--- config.mk ---
export PLATFORM = sky130hd
export DESIGN_NAME = preemptive_priority_scheduler_unit
export DESIGN_NICKNAME = d
export VERILOG_FILES = /design/src/rtl/core/pps_pkg.sv /design/src/rtl/core/pps_slot_scan.sv /design/src/rtl/core/pps_digit_sub.sv /design/src/rtl/core/preemptive_priority_scheduler_unit.sv
export SDC_FILE = /design/constraint.sdc
export NUM_CORES = 2
export LEC_CHECK = 0
export BUFFER_PORTS_ARGS = -buffer_cell sky130_fd_sc_hd__buf_2
export CORE_UTILIZATION = 54
export DETAILED_ROUTE_END_ITERATION = 7
export PLACE_DENSITY = 0.71
export SYNTH_ARGS = -nofsm -noshare
export SYNTH_HDL_FRONTEND = slang
export SYNTH_HIERARCHICAL = 1
export SYNTH_SLANG_ARGS = --single-unit
export TNS_END_PERCENT = 1
--- constraint.sdc ---
create_clock -name clock -period 17.4 [get_ports clock]
set_input_delay 1.74 -clock clock [delete_from_list [all_inputs] [get_ports clock]]
set_output_delay 1.74 -clock clock [all_outputs]
set_load 0.02 [all_outputs]
--- src/rtl/core/pps_pkg.sv ---
`timescale 1ns / 1ps

package pps_pkg;

   // Fixed field widths
   localparam int SLOT_FIELD_W = 4;
   localparam int TIME_W       = 16;
   localparam int PRIO_W       = 8;
   localparam int TICK_W       = 32;
   localparam int CFG_W        = 5;

   localparam logic [CFG_W-1:0] CFG_RESET = 5'd1;

   // Default slot count of the table
   localparam int DEF_MAX_SLOTS = 16;

   // Digit-serial subtractor geometry
   localparam int DIGIT_W  = 4;
   localparam int N_DIGITS = TICK_W / DIGIT_W;

   // Item actions
   localparam logic ACT_LOAD = 1'b0;
   localparam logic ACT_TICK = 1'b1;

   typedef struct packed {
      logic                    action;
      logic [SLOT_FIELD_W-1:0] slot;
      logic [TIME_W-1:0]       arrival;
      logic [TIME_W-1:0]       burst;
      logic [PRIO_W-1:0]       prio;
   } req_type;

   typedef struct packed {
      logic                    idle;
      logic [SLOT_FIELD_W-1:0] chosen_slot;
      logic                    finished;
      logic [TICK_W-1:0]       finish_time;
      logic [TICK_W-1:0]       turnaround;
      logic [TICK_W-1:0]       waiting;
      logic                    all_done;
   } rsp_type;

   // Outcome of one slot scan, valid while done is high
   typedef struct packed {
      logic                    done;
      logic                    found;
      logic [SLOT_FIELD_W-1:0] best_slot;
      logic [TIME_W-1:0]       best_arrival;
      logic [TIME_W-1:0]       best_burst;
      logic                    last_tick;
      logic                    all_done;
   } scan_res_type;

   typedef enum logic [1:0] {
      ST_IDLE,
      ST_SCAN,
      ST_CALC,
      ST_HOLD
   } ctrl_state_type;

endpackage

--- src/rtl/core/pps_slot_scan.sv ---
`timescale 1ns / 1ps

module pps_slot_scan #(
   parameter int MAX_SLOTS = pps_pkg::DEF_MAX_SLOTS
) (
   input  logic                              clock,
   input  logic                              reset,
   input  logic                              load_en,
   input  logic [pps_pkg::SLOT_FIELD_W-1:0]  load_slot,
   input  logic [pps_pkg::TIME_W-1:0]        load_arrival,
   input  logic [pps_pkg::TIME_W-1:0]        load_burst,
   input  logic [pps_pkg::PRIO_W-1:0]        load_prio,
   input  logic                              scan_start,
   input  logic                              dec_en,
   input  logic [pps_pkg::TICK_W-1:0]        tick,
   input  logic [pps_pkg::CFG_W-1:0]         num_slots,
   output pps_pkg::scan_res_type             scan_res
);
   import pps_pkg::*;

   localparam int SLOT_W = (MAX_SLOTS > 1) ? $clog2(MAX_SLOTS) : 1;
   localparam int CNT_W  = $clog2(MAX_SLOTS + 1);

   logic [TIME_W-1:0] arr_ff   [MAX_SLOTS];
   logic [TIME_W-1:0] burst_ff [MAX_SLOTS];
   logic [PRIO_W-1:0] prio_ff  [MAX_SLOTS];
   logic [TIME_W-1:0] rem_ff   [MAX_SLOTS];

   logic              busy_ff, busy_in;
   logic [CNT_W-1:0]  ptr_ff, ptr_in;
   logic [CNT_W-1:0]  nz_ff, nz_in;
   logic              found_ff, found_in;
   logic [SLOT_W-1:0] best_idx_ff, best_idx_in;
   logic [PRIO_W-1:0] best_prio_ff, best_prio_in;
   logic [TIME_W-1:0] best_arr_ff, best_arr_in;
   logic [TIME_W-1:0] best_burst_ff, best_burst_in;
   logic [TIME_W-1:0] best_rem_ff, best_rem_in;

   logic [CNT_W-1:0]  n_used;
   logic [SLOT_W-1:0] cur;
   logic              in_range;
   logic              eligible;
   logic              last_tick;
   logic              load_ok;

   // Clamp the slot count to the table size
   assign n_used = (32'(num_slots) > 32'(MAX_SLOTS)) ? CNT_W'(MAX_SLOTS) : CNT_W'(num_slots);
   assign cur      = ptr_ff[SLOT_W-1:0];
   assign in_range = (ptr_ff < n_used);
   assign eligible = in_range && ({{(TICK_W-TIME_W){1'b0}}, arr_ff[cur]} <= tick)
                     && (rem_ff[cur] != '0);
   assign last_tick = (best_rem_ff == TIME_W'(1));
   assign load_ok   = load_en && (32'(load_slot) < 32'(MAX_SLOTS));

   always_comb begin
      busy_in       = busy_ff;
      ptr_in        = ptr_ff;
      nz_in         = nz_ff;
      found_in      = found_ff;
      best_idx_in   = best_idx_ff;
      best_prio_in  = best_prio_ff;
      best_arr_in   = best_arr_ff;
      best_burst_in = best_burst_ff;
      best_rem_in   = best_rem_ff;
      if (scan_start) begin
         busy_in  = 1'b1;
         ptr_in   = '0;
         nz_in    = '0;
         found_in = 1'b0;
      end else if (busy_ff) begin
         if (in_range) begin
            ptr_in = ptr_ff + CNT_W'(1);
            if (rem_ff[cur] != '0) begin
               nz_in = nz_ff + CNT_W'(1);
            end
            if (eligible && (!found_ff || (prio_ff[cur] < best_prio_ff))) begin
               found_in      = 1'b1;
               best_idx_in   = cur;
               best_prio_in  = prio_ff[cur];
               best_arr_in   = arr_ff[cur];
               best_burst_in = burst_ff[cur];
               best_rem_in   = rem_ff[cur];
            end
         end else begin
            busy_in = 1'b0;
         end
      end
   end

   always_ff @(posedge clock) begin
      if (reset) begin
         busy_ff  <= 1'b0;
         ptr_ff   <= '0;
         nz_ff    <= '0;
         found_ff <= 1'b0;
      end else begin
         busy_ff  <= busy_in;
         ptr_ff   <= ptr_in;
         nz_ff    <= nz_in;
         found_ff <= found_in;
      end
   end

   always_ff @(posedge clock) begin
      best_idx_ff   <= best_idx_in;
      best_prio_ff  <= best_prio_in;
      best_arr_ff   <= best_arr_in;
      best_burst_ff <= best_burst_in;
      best_rem_ff   <= best_rem_in;
   end

   // Slot table; loads and decrements never land in the same cycle
   always_ff @(posedge clock) begin
      if (reset) begin
         for (int i = 0; i < MAX_SLOTS; i++) begin
            arr_ff[i]   <= '0;
            burst_ff[i] <= '0;
            prio_ff[i]  <= '0;
            rem_ff[i]   <= '0;
         end
      end else if (load_ok) begin
         arr_ff[SLOT_W'(load_slot)]   <= load_arrival;
         burst_ff[SLOT_W'(load_slot)] <= load_burst;
         prio_ff[SLOT_W'(load_slot)]  <= load_prio;
         rem_ff[SLOT_W'(load_slot)]   <= load_burst;
      end else if (dec_en) begin
         rem_ff[best_idx_ff] <= best_rem_ff - TIME_W'(1);
      end
   end

   always_comb begin
      scan_res.done         = busy_ff && !in_range;
      scan_res.found        = found_ff;
      scan_res.best_slot    = SLOT_FIELD_W'(best_idx_ff);
      scan_res.best_arrival = best_arr_ff;
      scan_res.best_burst   = best_burst_ff;
      scan_res.last_tick    = found_ff && last_tick;
      scan_res.all_done     = (nz_ff == '0)
                              || ((nz_ff == CNT_W'(1)) && found_ff && last_tick);
   end

endmodule

--- src/rtl/core/pps_digit_sub.sv ---
`timescale 1ns / 1ps

module pps_digit_sub (
   input  logic                        clock,
   input  logic                        reset,
   input  logic                        start,
   input  logic [pps_pkg::TICK_W-1:0]  minuend,
   input  logic [pps_pkg::TIME_W-1:0]  sub_a,
   input  logic [pps_pkg::TIME_W-1:0]  sub_b,
   output logic                        done,
   output logic [pps_pkg::TICK_W-1:0]  diff_a,
   output logic [pps_pkg::TICK_W-1:0]  diff_b
);
   import pps_pkg::*;

   localparam int CNT_W = $clog2(N_DIGITS);

   logic [TICK_W-1:0]  m_sr_ff, m_sr_in;
   logic [TICK_W-1:0]  a_sr_ff, a_sr_in;
   logic [TICK_W-1:0]  b_sr_ff, b_sr_in;
   logic [TICK_W-1:0]  da_sr_ff, da_sr_in;
   logic [TICK_W-1:0]  db_sr_ff, db_sr_in;
   logic               bor_a_ff, bor_a_in;
   logic               bor_b_ff, bor_b_in;
   logic               busy_ff, busy_in;
   logic               done_ff, done_in;
   logic [CNT_W-1:0]   cnt_ff, cnt_in;

   logic [DIGIT_W:0]   dig_a;
   logic [DIGIT_W:0]   dig_b;

   // First chain: minuend - a; second chain: (minuend - a) - b, one digit per cycle
   assign dig_a = {1'b0, m_sr_ff[DIGIT_W-1:0]} - {1'b0, a_sr_ff[DIGIT_W-1:0]}
                  - {{DIGIT_W{1'b0}}, bor_a_ff};
   assign dig_b = {1'b0, dig_a[DIGIT_W-1:0]} - {1'b0, b_sr_ff[DIGIT_W-1:0]}
                  - {{DIGIT_W{1'b0}}, bor_b_ff};

   always_comb begin
      m_sr_in  = m_sr_ff;
      a_sr_in  = a_sr_ff;
      b_sr_in  = b_sr_ff;
      da_sr_in = da_sr_ff;
      db_sr_in = db_sr_ff;
      bor_a_in = bor_a_ff;
      bor_b_in = bor_b_ff;
      busy_in  = busy_ff;
      cnt_in   = cnt_ff;
      done_in  = 1'b0;
      if (start) begin
         m_sr_in  = minuend;
         a_sr_in  = {{(TICK_W-TIME_W){1'b0}}, sub_a};
         b_sr_in  = {{(TICK_W-TIME_W){1'b0}}, sub_b};
         bor_a_in = 1'b0;
         bor_b_in = 1'b0;
         busy_in  = 1'b1;
         cnt_in   = '0;
      end else if (busy_ff) begin
         m_sr_in  = {{DIGIT_W{1'b0}}, m_sr_ff[TICK_W-1:DIGIT_W]};
         a_sr_in  = {{DIGIT_W{1'b0}}, a_sr_ff[TICK_W-1:DIGIT_W]};
         b_sr_in  = {{DIGIT_W{1'b0}}, b_sr_ff[TICK_W-1:DIGIT_W]};
         da_sr_in = {dig_a[DIGIT_W-1:0], da_sr_ff[TICK_W-1:DIGIT_W]};
         db_sr_in = {dig_b[DIGIT_W-1:0], db_sr_ff[TICK_W-1:DIGIT_W]};
         bor_a_in = dig_a[DIGIT_W];
         bor_b_in = dig_b[DIGIT_W];
         cnt_in   = cnt_ff + CNT_W'(1);
         if (cnt_ff == CNT_W'(N_DIGITS - 1)) begin
            busy_in = 1'b0;
            done_in = 1'b1;
         end
      end
   end

   always_ff @(posedge clock) begin
      if (reset) begin
         busy_ff <= 1'b0;
         done_ff <= 1'b0;
         cnt_ff  <= '0;
      end else begin
         busy_ff <= busy_in;
         done_ff <= done_in;
         cnt_ff  <= cnt_in;
      end
   end

   always_ff @(posedge clock) begin
      m_sr_ff  <= m_sr_in;
      a_sr_ff  <= a_sr_in;
      b_sr_ff  <= b_sr_in;
      da_sr_ff <= da_sr_in;
      db_sr_ff <= db_sr_in;
      bor_a_ff <= bor_a_in;
      bor_b_ff <= bor_b_in;
   end

   assign done   = done_ff;
   assign diff_a = da_sr_ff;
   // A final borrow means a negative second difference: clamp it
   assign diff_b = bor_b_ff ? '0 : db_sr_ff;

endmodule

--- src/rtl/core/preemptive_priority_scheduler_unit.sv ---
// A tick item runs the scan, calc and hold states in turn to its result, the scan over the N slots in use;
// the slot scan reads one slot per cycle and the finish arithmetic runs a 4-bit digit per cycle.
// Items go in one at a time; a load item leaves the block ready for the next item, while a tick
// item holds off the next accept until its result is loaded into the output register.
// Reset (synchronous, active high) clears the slot table, the tick count and the result valid flag,
// and sets the slot count to one.
`timescale 1ns / 1ps

module preemptive_priority_scheduler_unit #(
   parameter int MAX_SLOTS = pps_pkg::DEF_MAX_SLOTS
) (
   input  logic                       clock,
   input  logic                       reset,
   input  logic                       req_valid,
   output logic                       req_stall,
   input  pps_pkg::req_type           req_data,
   output logic                       rsp_valid,
   input  logic                       rsp_stall,
   output pps_pkg::rsp_type           rsp_data,
   input  logic                       csr_wr_en,
   input  logic [pps_pkg::CFG_W-1:0]  csr_wr_data
);
   import pps_pkg::*;

   ctrl_state_type    state_ff, state_in;

   logic [CFG_W-1:0]  num_slots_ff, num_slots_in;
   logic [TICK_W-1:0] tick_ff, tick_in;

   // Scan outcome captured at the end of the scan
   logic                    found_ff, found_in;
   logic [SLOT_FIELD_W-1:0] slot_ff, slot_in;
   logic                    fin_ff, fin_in;
   logic                    all_done_ff, all_done_in;

   logic              rsp_valid_ff, rsp_valid_in;
   rsp_type           rsp_data_ff, rsp_data_in;

   logic              req_accept;
   logic              load_en;
   logic              scan_start;
   logic              dec_en;
   logic              sub_start;
   logic              rsp_load;
   logic [TICK_W-1:0] tick_next;

   scan_res_type      scan_res;
   logic              sub_done;
   logic [TICK_W-1:0] sub_ta;
   logic [TICK_W-1:0] sub_wt;

   // Accept items only between ticks; a pending result does not block intake
   assign req_stall  = (state_ff != ST_IDLE);
   assign req_accept = req_valid && !req_stall;

   // Saturating tick counter
   assign tick_next = (tick_ff == '1) ? tick_ff : tick_ff + TICK_W'(1);

   pps_slot_scan #(
      .MAX_SLOTS (MAX_SLOTS)
   ) u_scan (
      .clock        (clock),
      .reset        (reset),
      .load_en      (load_en),
      .load_slot    (req_data.slot),
      .load_arrival (req_data.arrival),
      .load_burst   (req_data.burst),
      .load_prio    (req_data.prio),
      .scan_start   (scan_start),
      .dec_en       (dec_en),
      .tick         (tick_ff),
      .num_slots    (num_slots_ff),
      .scan_res     (scan_res)
   );

   // Finish time is the updated tick count; turnaround and waiting follow from it
   pps_digit_sub u_sub (
      .clock   (clock),
      .reset   (reset),
      .start   (sub_start),
      .minuend (tick_next),
      .sub_a   (scan_res.best_arrival),
      .sub_b   (scan_res.best_burst),
      .done    (sub_done),
      .diff_a  (sub_ta),
      .diff_b  (sub_wt)
   );

   always_comb begin
      state_in     = state_ff;
      num_slots_in = csr_wr_en ? csr_wr_data : num_slots_ff;
      tick_in      = tick_ff;
      found_in     = found_ff;
      slot_in      = slot_ff;
      fin_in       = fin_ff;
      all_done_in  = all_done_ff;
      load_en      = 1'b0;
      scan_start   = 1'b0;
      dec_en       = 1'b0;
      sub_start    = 1'b0;
      rsp_load     = 1'b0;

      unique case (state_ff)
         ST_IDLE: begin
            if (req_accept) begin
               if (req_data.action == ACT_LOAD) begin
                  // Write the slot and stay ready for the next item
                  load_en = 1'b1;
               end else begin
                  scan_start = 1'b1;
                  state_in   = ST_SCAN;
               end
            end
         end
         ST_SCAN: begin
            if (scan_res.done) begin
               // Serve the winner, advance time, capture the outcome
               dec_en      = scan_res.found;
               tick_in     = tick_next;
               found_in    = scan_res.found;
               slot_in     = scan_res.best_slot;
               fin_in      = scan_res.last_tick;
               all_done_in = scan_res.all_done;
               state_in    = ST_CALC;
            end
         end
         ST_CALC: begin
            // Digit-serial subtraction runs from the first CALC cycle on
            if (sub_done) begin
               state_in = ST_HOLD;
            end
         end
         ST_HOLD: begin
            // Wait for the output register to free up
            if (!rsp_valid_ff || !rsp_stall) begin
               rsp_load = 1'b1;
               state_in = ST_IDLE;
            end
         end
         default: begin
            state_in = ST_IDLE;
         end
      endcase

      // Load the subtractor with the advanced tick count as the scan ends
      sub_start = (state_ff == ST_SCAN) && scan_res.done;
   end

   // Result item, zeroed where the outcome does not apply
   always_comb begin
      rsp_data_in             = rsp_data_ff;
      rsp_valid_in            = rsp_valid_ff && rsp_stall;
      if (rsp_load) begin
         rsp_valid_in            = 1'b1;
         rsp_data_in.idle        = !found_ff;
         rsp_data_in.chosen_slot = found_ff ? slot_ff : '0;
         rsp_data_in.finished    = fin_ff;
         rsp_data_in.finish_time = fin_ff ? tick_ff : '0;
         rsp_data_in.turnaround  = fin_ff ? sub_ta : '0;
         rsp_data_in.waiting     = fin_ff ? sub_wt : '0;
         rsp_data_in.all_done    = all_done_ff;
      end
   end

   always_ff @(posedge clock) begin
      if (reset) begin
         state_ff     <= ST_IDLE;
         num_slots_ff <= CFG_RESET;
         tick_ff      <= '0;
         rsp_valid_ff <= 1'b0;
      end else begin
         state_ff     <= state_in;
         num_slots_ff <= num_slots_in;
         tick_ff      <= tick_in;
         rsp_valid_ff <= rsp_valid_in;
      end
   end

   always_ff @(posedge clock) begin
      found_ff    <= found_in;
      slot_ff     <= slot_in;
      fin_ff      <= fin_in;
      all_done_ff <= all_done_in;
      rsp_data_ff <= rsp_data_in;
   end

   assign rsp_valid = rsp_valid_ff;
   assign rsp_data  = rsp_data_ff;

endmodule

After elaboration in Yosys (flattened, before gate mapping)

Memory sizes are Yosys's and may differ from the RTL's. A register that Yosys moved wholly into a read port is not among the register bits.
Index checks and enable logic that the tools add are counted.

Reduce and logical (&&, ||, !) cells: 40
Bitwise operators: 4
Muxes and demuxes: 62
Order comparisons: 4
Eq/ne operators: 12
Add/subtract/negate cells: 9

Operator list:

| operator                | number |
|---|---|
| $mux W16                | 8 |
| $mux W32                | 3 |
| $reduce_or A16 Y1       | 4 |
| $mux W4                 | 11 |
| $add A32 B1 Y32 const B | 1 |
| $eq A32 B32 Y1 const B  | 1 |
| $le A16 B32 Y1          | 1 |
| $mux W1                 | 32 |
| $eq A16 B1 Y1 const B   | 1 |
| $reduce_bool A16 Y1     | 1 |
| $sub A16 B1 Y16 const B | 1 |
| $add A5 B1 Y5 const B   | 2 |
| $logic_and A1 B1 Y1     | 10 |
| $mux W2                 | 5 |
| $sub A4 B4 Y5           | 2 |
| $sub A5 B1 Y5           | 2 |
| $lt A8 B8 Y1            | 1 |
| $mux W8                 | 1 |
| $ne A2 B2 Y1 const B    | 4 |
| $pmux W2 S4             | 1 |
| $reduce_or A8 Y1        | 1 |
| $logic_not A1 Y1        | 6 |
| $reduce_and A2 Y1       | 3 |
| $reduce_and A3 Y1       | 2 |
| other kinds (18)        | 27 |

Memories: 4
Input port bits: 55
Bits in writable memories: 896
Output and inout bits: 105
Bits in registers: 341
Logic and storage cells: 168

Memories:

| memory          | depth | bits a word | read ports | clocked after memory_dff | write ports | line                | RTL |
|---|---|---|---|---|---|---|---|
| u_scan.arr_ff   | 16    | 16          | 1          | 1                        | 16          | pps_slot_scan.sv:24 | `logic [TIME_W-1:0] arr_ff [MAX_SLOTS];` |
| u_scan.burst_ff | 16    | 16          | 1          | 1                        | 16          | pps_slot_scan.sv:25 | `logic [TIME_W-1:0] burst_ff [MAX_SLOTS];` |
| u_scan.rem_ff   | 16    | 16          | 1          | 1                        | 16          | pps_slot_scan.sv:27 | `logic [TIME_W-1:0] rem_ff [MAX_SLOTS];` |
| u_scan.prio_ff  | 16    | 8           | 1          | 1                        | 16          | pps_slot_scan.sv:26 | `logic [PRIO_W-1:0] prio_ff [MAX_SLOTS];` |

Depth between registers and ports, before layout

Depth in word-level cells: 13
Mapped depth: 16

Cells and area by module

The synthesis kept the hierarchy.

Modules (own cells, without submodules):

| module                             | cells each | sequential area each (um^2) | times used | area an instance (um^2) |
|---|---|---|---|---|
| pps_slot_scan                      | 2732       | 29027.8                     | 1          | 43205.2 |
| preemptive_priority_scheduler_unit | 560        | 4103.9                      | 1          | 6734.0 |
| pps_digit_sub                      | 312        | 3983.8                      | 1          | 5467.7 |

Worst setup path before layout

Ideal clock, no wire load.

Kind: input -> register
Start: input rsp_stall
End: register rsp_data_ff (netlist bit rsp_data[0]) (enable)
Setup time: 0.722 ns
Setup slack: 7.510 ns
Buffers on the path: 0
Data required time: 16.678 ns
Data arrival time: 9.168 ns
Stages on the path: 1
Path through: a21boi_0

Cells in the longest elaborated chain, start to end: 4

Ends and longest elaborated chain:

| element              | line                                      | RTL |
|---|---|---|
| from (decl)          | preemptive_priority_scheduler_unit.sv:18  | `input logic rsp_stall,` |
| $logic_not A1 Y1     | preemptive_priority_scheduler_unit.sv:135 | `if (!rsp_valid_ff \|\| !rsp_stall) begin` |
| $logic_or A1 B1 Y1   | preemptive_priority_scheduler_unit.sv:135 |  |
| $mux W1              | preemptive_priority_scheduler_unit.sv:135 |  |
| $mux W1              | preemptive_priority_scheduler_unit.sv:103 | `unique case (state_ff)` |
| to (signal assigned) | preemptive_priority_scheduler_unit.sv:184 | `rsp_data_ff <= rsp_data_in;` |
| to (decl)            | preemptive_priority_scheduler_unit.sv:37  | `rsp_type rsp_data_ff, rsp_data_in;` |

Every way passes these cells.
A chain may end at the register's enable or synchronous reset.

==> impl_metrics.tcl <==
set metrics [dict create \
    critical_path_class "reg2reg" \
    cts_htree_levels 4 \
    worst_path_dominant_cell_family "buffers and inverters" \
    maxCapViolations 0 \
    ioPinCount 160 \
    post_cts.repair.setup_buffers 0 \
    cp_data_arrival_time_ns 6.21 \
    endpoint_kind "flip-flop" \
    die_h_um 322 \
    seq_area_frac_synth 0.670 \
    design.final.nets 3811 \
    rrSetupSlack_ns 11.56 \
    rr_worst_depth 11 \
    antenna_found_initial 16 \
    dieArea_um2 104000 \
    synth.distinct_cells 72 \
    synth-async-reset-ratio 0 \
    max-slew-margin-rel 0.139 \
    numClockSinks 1257 \
    globalRouteTotalUtil 0.266 \
    rsz_0062_raised_after_global_routing "false" \
    synth-edff-count 1194 \
    worst_setup_path_start_kind "flip-flop" \
    p_leak_nw 21.7 \
    critical_path.endpoint "u_scan/best_rem_ff[7]$_DFFE_PP_" \
    core-area_um2 102000 \
    min_period_ns 5.84 \
    critical_path.slowest_cell "sky130_fd_sc_hd__buf_4" \
    post-place-ws_ns 11.61 \
    worst_r2r_endpoint "u_scan/best_rem_ff[7]$_DFFE_PP_" \
    floorplan.rows 117 \
    tritoncts "built" \
    starting_density 0.545 \
    number_of_clock_buffers_inserted_by_tritoncts 134 \
    postSynthCellCount 3604 \
    drcViolationCount 0 \
    routed_wl_mm 137 \
    vias_per_cell 5.96 \
    timing.final.setup_violations 0 \
    mean_routed_wirelength_per_cell_um 26.4 \
    clk_latency_ns 0.75 \
    net_count_after_synthesis 3713 \
    vias 30900 \
    power.switching_fraction 0.227 \
    postRouteAntennaNets 0 \
    worst-endpoint-required_ns 17.77 \
    tightestPinTransition_ns 1.29 \
    netlist.top_cell.by_area "sky130_fd_sc_hd__edfxtp_1" \
    post_synth_instance_area_um2 55400 \
    timing.hold.worst.class "reg2reg" \
    post_cts_resize_count 0 \
    synth_seq_cells 1257 \
    power.density_nw_per_um2 110 \
    peakVddDrop_mv 0.0910 \
    critPathBufInv 2 \
    timing_max_transition_violations_final 0 \
    slowest_stage_delay_cp_ns 0.81 \
    synthesis.area_per_instance_um2 15.4 \
    final_layout_size_suffix_gt1_frac 0.214 \
    finalHoldViolations 0 \
    register_clock_pin_slew_on_the_reported_worst_setup_and_hold_paths_ns 0.06 \
    largest_net_degree_at_the_start_of_global_routing 98 \
    synth_area_leaders "sky130_fd_sc_hd__edfxtp_1 65%, sky130_fd_sc_hd__mux4_2 11%, sky130_fd_sc_hd__and2_1 8.5%, sky130_fd_sc_hd__dfxtp_1 2.3%, sky130_fd_sc_hd__nor2_1 2.2%" \
    share_seq_of_total_power 0.516 \
    timing.critical_path.depth 11 \
    synthesis.yosys.warnings 6 \
    grt_pass1_wl_mm 200 \
    drtPass1Iterations 5 \
    combinationalPowerShare 0.082 \
    io_buffers 159 \
    flow.area_growth_from_synthesis_pct 11.3 \
    ctsHoldBuffers 0 \
    first_global_vias 30300 \
    drtIter0Drc 3382 \
    synthFlopType "sky130_fd_sc_hd__edfxtp_1" \
    place_hpwl_mm 77.2 \
    globalRouteOverflowTotal 0 \
    crit_path_cell_trace "buf_4 -> mux4_2 -> mux4_2 -> ha_1 -> or3_1 -> o21ai_0 -> a21oi_1 -> a211o_1 -> a41o_1 -> nor3_4 -> buf_4" \
    cts.path.max_buffers 3 \
    cell_int_power_mw 5.23 \
    achievable-frequency_mhz 171 \
    power.clock.fraction 0.402 \
    outcome "complete, no violations" \
    fin_worst_skew_ns 0.0284 \
    dieWidth_um 322 \
    leading_cell_type_by_number_of_instances_after_synthesis "sky130_fd_sc_hd__edfxtp_1" \
    power.switching_mw 1.54 \
    cts_root_buf "sky130_fd_sc_hd__clkbuf_16" \
    synth_commonest_cells "1194 x sky130_fd_sc_hd__edfxtp_1, 757 x sky130_fd_sc_hd__and2_1, 332 x sky130_fd_sc_hd__nor2_1, 264 x sky130_fd_sc_hd__mux4_2, 207 x sky130_fd_sc_hd__clkbuf_1" \
    post-synth-top-area-fraction 0.647 \
    place.gp.congestion 0.849 \
    setup-tns-final_ns 0 \
    holdWs_ns 0.438 \
    layout_worst_path_cycle_share 0.335 \
    fillerInstances 7457 \
    worst_slack_ns 11.56 \
    critical_path.max_fanout 63 \
]
-- power groups by stage --
stage	combinational (mW)	sequential [mW]	clock [mW]
global route	0.596	3.50	2.87
CTS	0.561	3.49	2.76
floorplan	0.369	3.55	0
finish	0.555	3.49	2.72
global placement	0.553	3.55	0
detailed placement	0.558	3.55	0
-- cell type report --
| type | instances | area, um^2 | area share |
|---|---|---|---|
| well taps | 1368 | 1710 | 0.0278 |
| inverters | 59 | 223 | 0.00361 |
| multi-input cells | 2022 | 17100 | 0.277 |
| flip-flops and latches | 1257 | 37100 | 0.602 |
| clock inverters | 64 | 508 | 0.00824 |
| repair buffers | 228 | 1330 | 0.0215 |
| clock buffers | 178 | 3660 | 0.0593 |
| diodes | 5 | 12.5 | 0.000203 |
-- cells by family (layout without fill, tap and decap cells) --
logic type	count (synthesis)	in the layout	synth area share
compound gates	159	159	0.0196
xor+xnor	55	55	0.00883
fa+ha+maj	54	54	0.0127
buf+inv	325	529	0.0244
flops	1257	1257	0.670
mux	333	333	0.121
other cells	0	5	0
simple gates	1421	1421	0.144
-- sequential cells by signal (all words and copies together) (netlist names), 2 cells and up, named ones only --
| name | count |
|---|---|
| u_scan/best_idx_ff | 4 |
| u_scan/ptr_ff | 5 |
| u_scan/best_arr_ff | 16 |
| u_scan/best_rem_ff | 16 |
| num_slots_ff | 5 |
| tick_ff | 32 |
| u_scan/arr_ff | 256 |
| u_scan/nz_ff | 5 |
| u_sub/m_sr_ff | 32 |
| u_scan/burst_ff | 256 |
| u_sub/cnt_ff | 3 |
| u_scan/prio_ff | 128 |
| u_sub/diff_a | 32 |
| u_scan/best_prio_ff | 8 |
| slot_ff | 4 |
| rsp_data | 103 |
| u_sub/db_sr_ff | 32 |
| u_scan/best_burst_ff | 16 |
| u_sub/b_sr_ff | 16 |
| state_ff | 2 |
| u_sub/a_sr_ff | 16 |
| u_scan/rem_ff | 256 |
-- layout by cell type, fill, tap and decap left out, types with 56 or more instances in the layout --
cell type / Yosys / layout
sky130_fd_sc_hd__buf_4: 14 / 69
sky130_fd_sc_hd__inv_1: 59 / 58
sky130_fd_sc_hd__edfxtp_1: 1194 / 1194
sky130_fd_sc_hd__dfxtp_1: 63 / 56
sky130_fd_sc_hd__clkbuf_16: 0 / 140
sky130_fd_sc_hd__nand2_1: 77 / 77
sky130_fd_sc_hd__mux4_2: 264 / 264
sky130_fd_sc_hd__nor2_1: 332 / 320
sky130_fd_sc_hd__and2_1: 757 / 757
sky130_fd_sc_hd__a21oi_1: 56 / 56
sky130_fd_sc_hd__buf_2: 27 / 158
-- metal layers --
| layer | GRT usage | up-vias | part of all wire |
|---|---|---|---|
| li1 | - | 13500 | - |
| met1 | 0.366 | 15700 | 0.40 |
| met2 | 0.425 | 1482 | 0.48 |
| met3 | 0.0594 | 270 | 0.092 |
| met4 | 0.0849 | 12 | 0.027 |
| met5 | 0 | - | 0.00052 |
-- stage by stage --
| step | util | cell area [um^2] | cells | power [mW] |
|---|---|---|---|---|
| after CTS | 0.606 | 61700 | 5176 | 6.81 |
| after detailed placement | 0.565 | 57500 | 4934 | 4.11 |
| after global placement | 0.565 | 57500 | 4934 | 4.10 |
| after floorplan | - | 55400 | 3604 | 3.92 |
| after global routing | 0.606 | 61700 | 5178 | 6.96 |
| final | 0.606 | 61700 | 5181 | 6.76 |
-- worst min path at each step --
| stage | slack [ns] | from | depth (start not counted) | to |
|---|---|---|---|---|
| floorplan | 0.40 | all_done_ff$_DFFE_PP_ | 0 | rsp_data[0]$_DFFE_PP_ |
| global placement | 0.42 | u_sub/db_sr_ff[17]$_DFFE_PP_ | 0 | u_sub/db_sr_ff[13]$_DFFE_PP_ |
| detailed placement | 0.43 | u_sub/db_sr_ff[10]$_DFFE_PP_ | 0 | u_sub/db_sr_ff[6]$_DFFE_PP_ |
| CTS | 0.44 | u_sub/diff_a[27]$_DFFE_PP_ | 0 | u_sub/diff_a[23]$_DFFE_PP_ |
| global route | 0.44 | u_sub/diff_a[27]$_DFFE_PP_ | 0 | u_sub/diff_a[23]$_DFFE_PP_ |
| finish | 0.44 | u_sub/diff_a[27]$_DFFE_PP_ | 0 | u_sub/diff_a[23]$_DFFE_PP_ |
(Power assumes the default switching activity.)
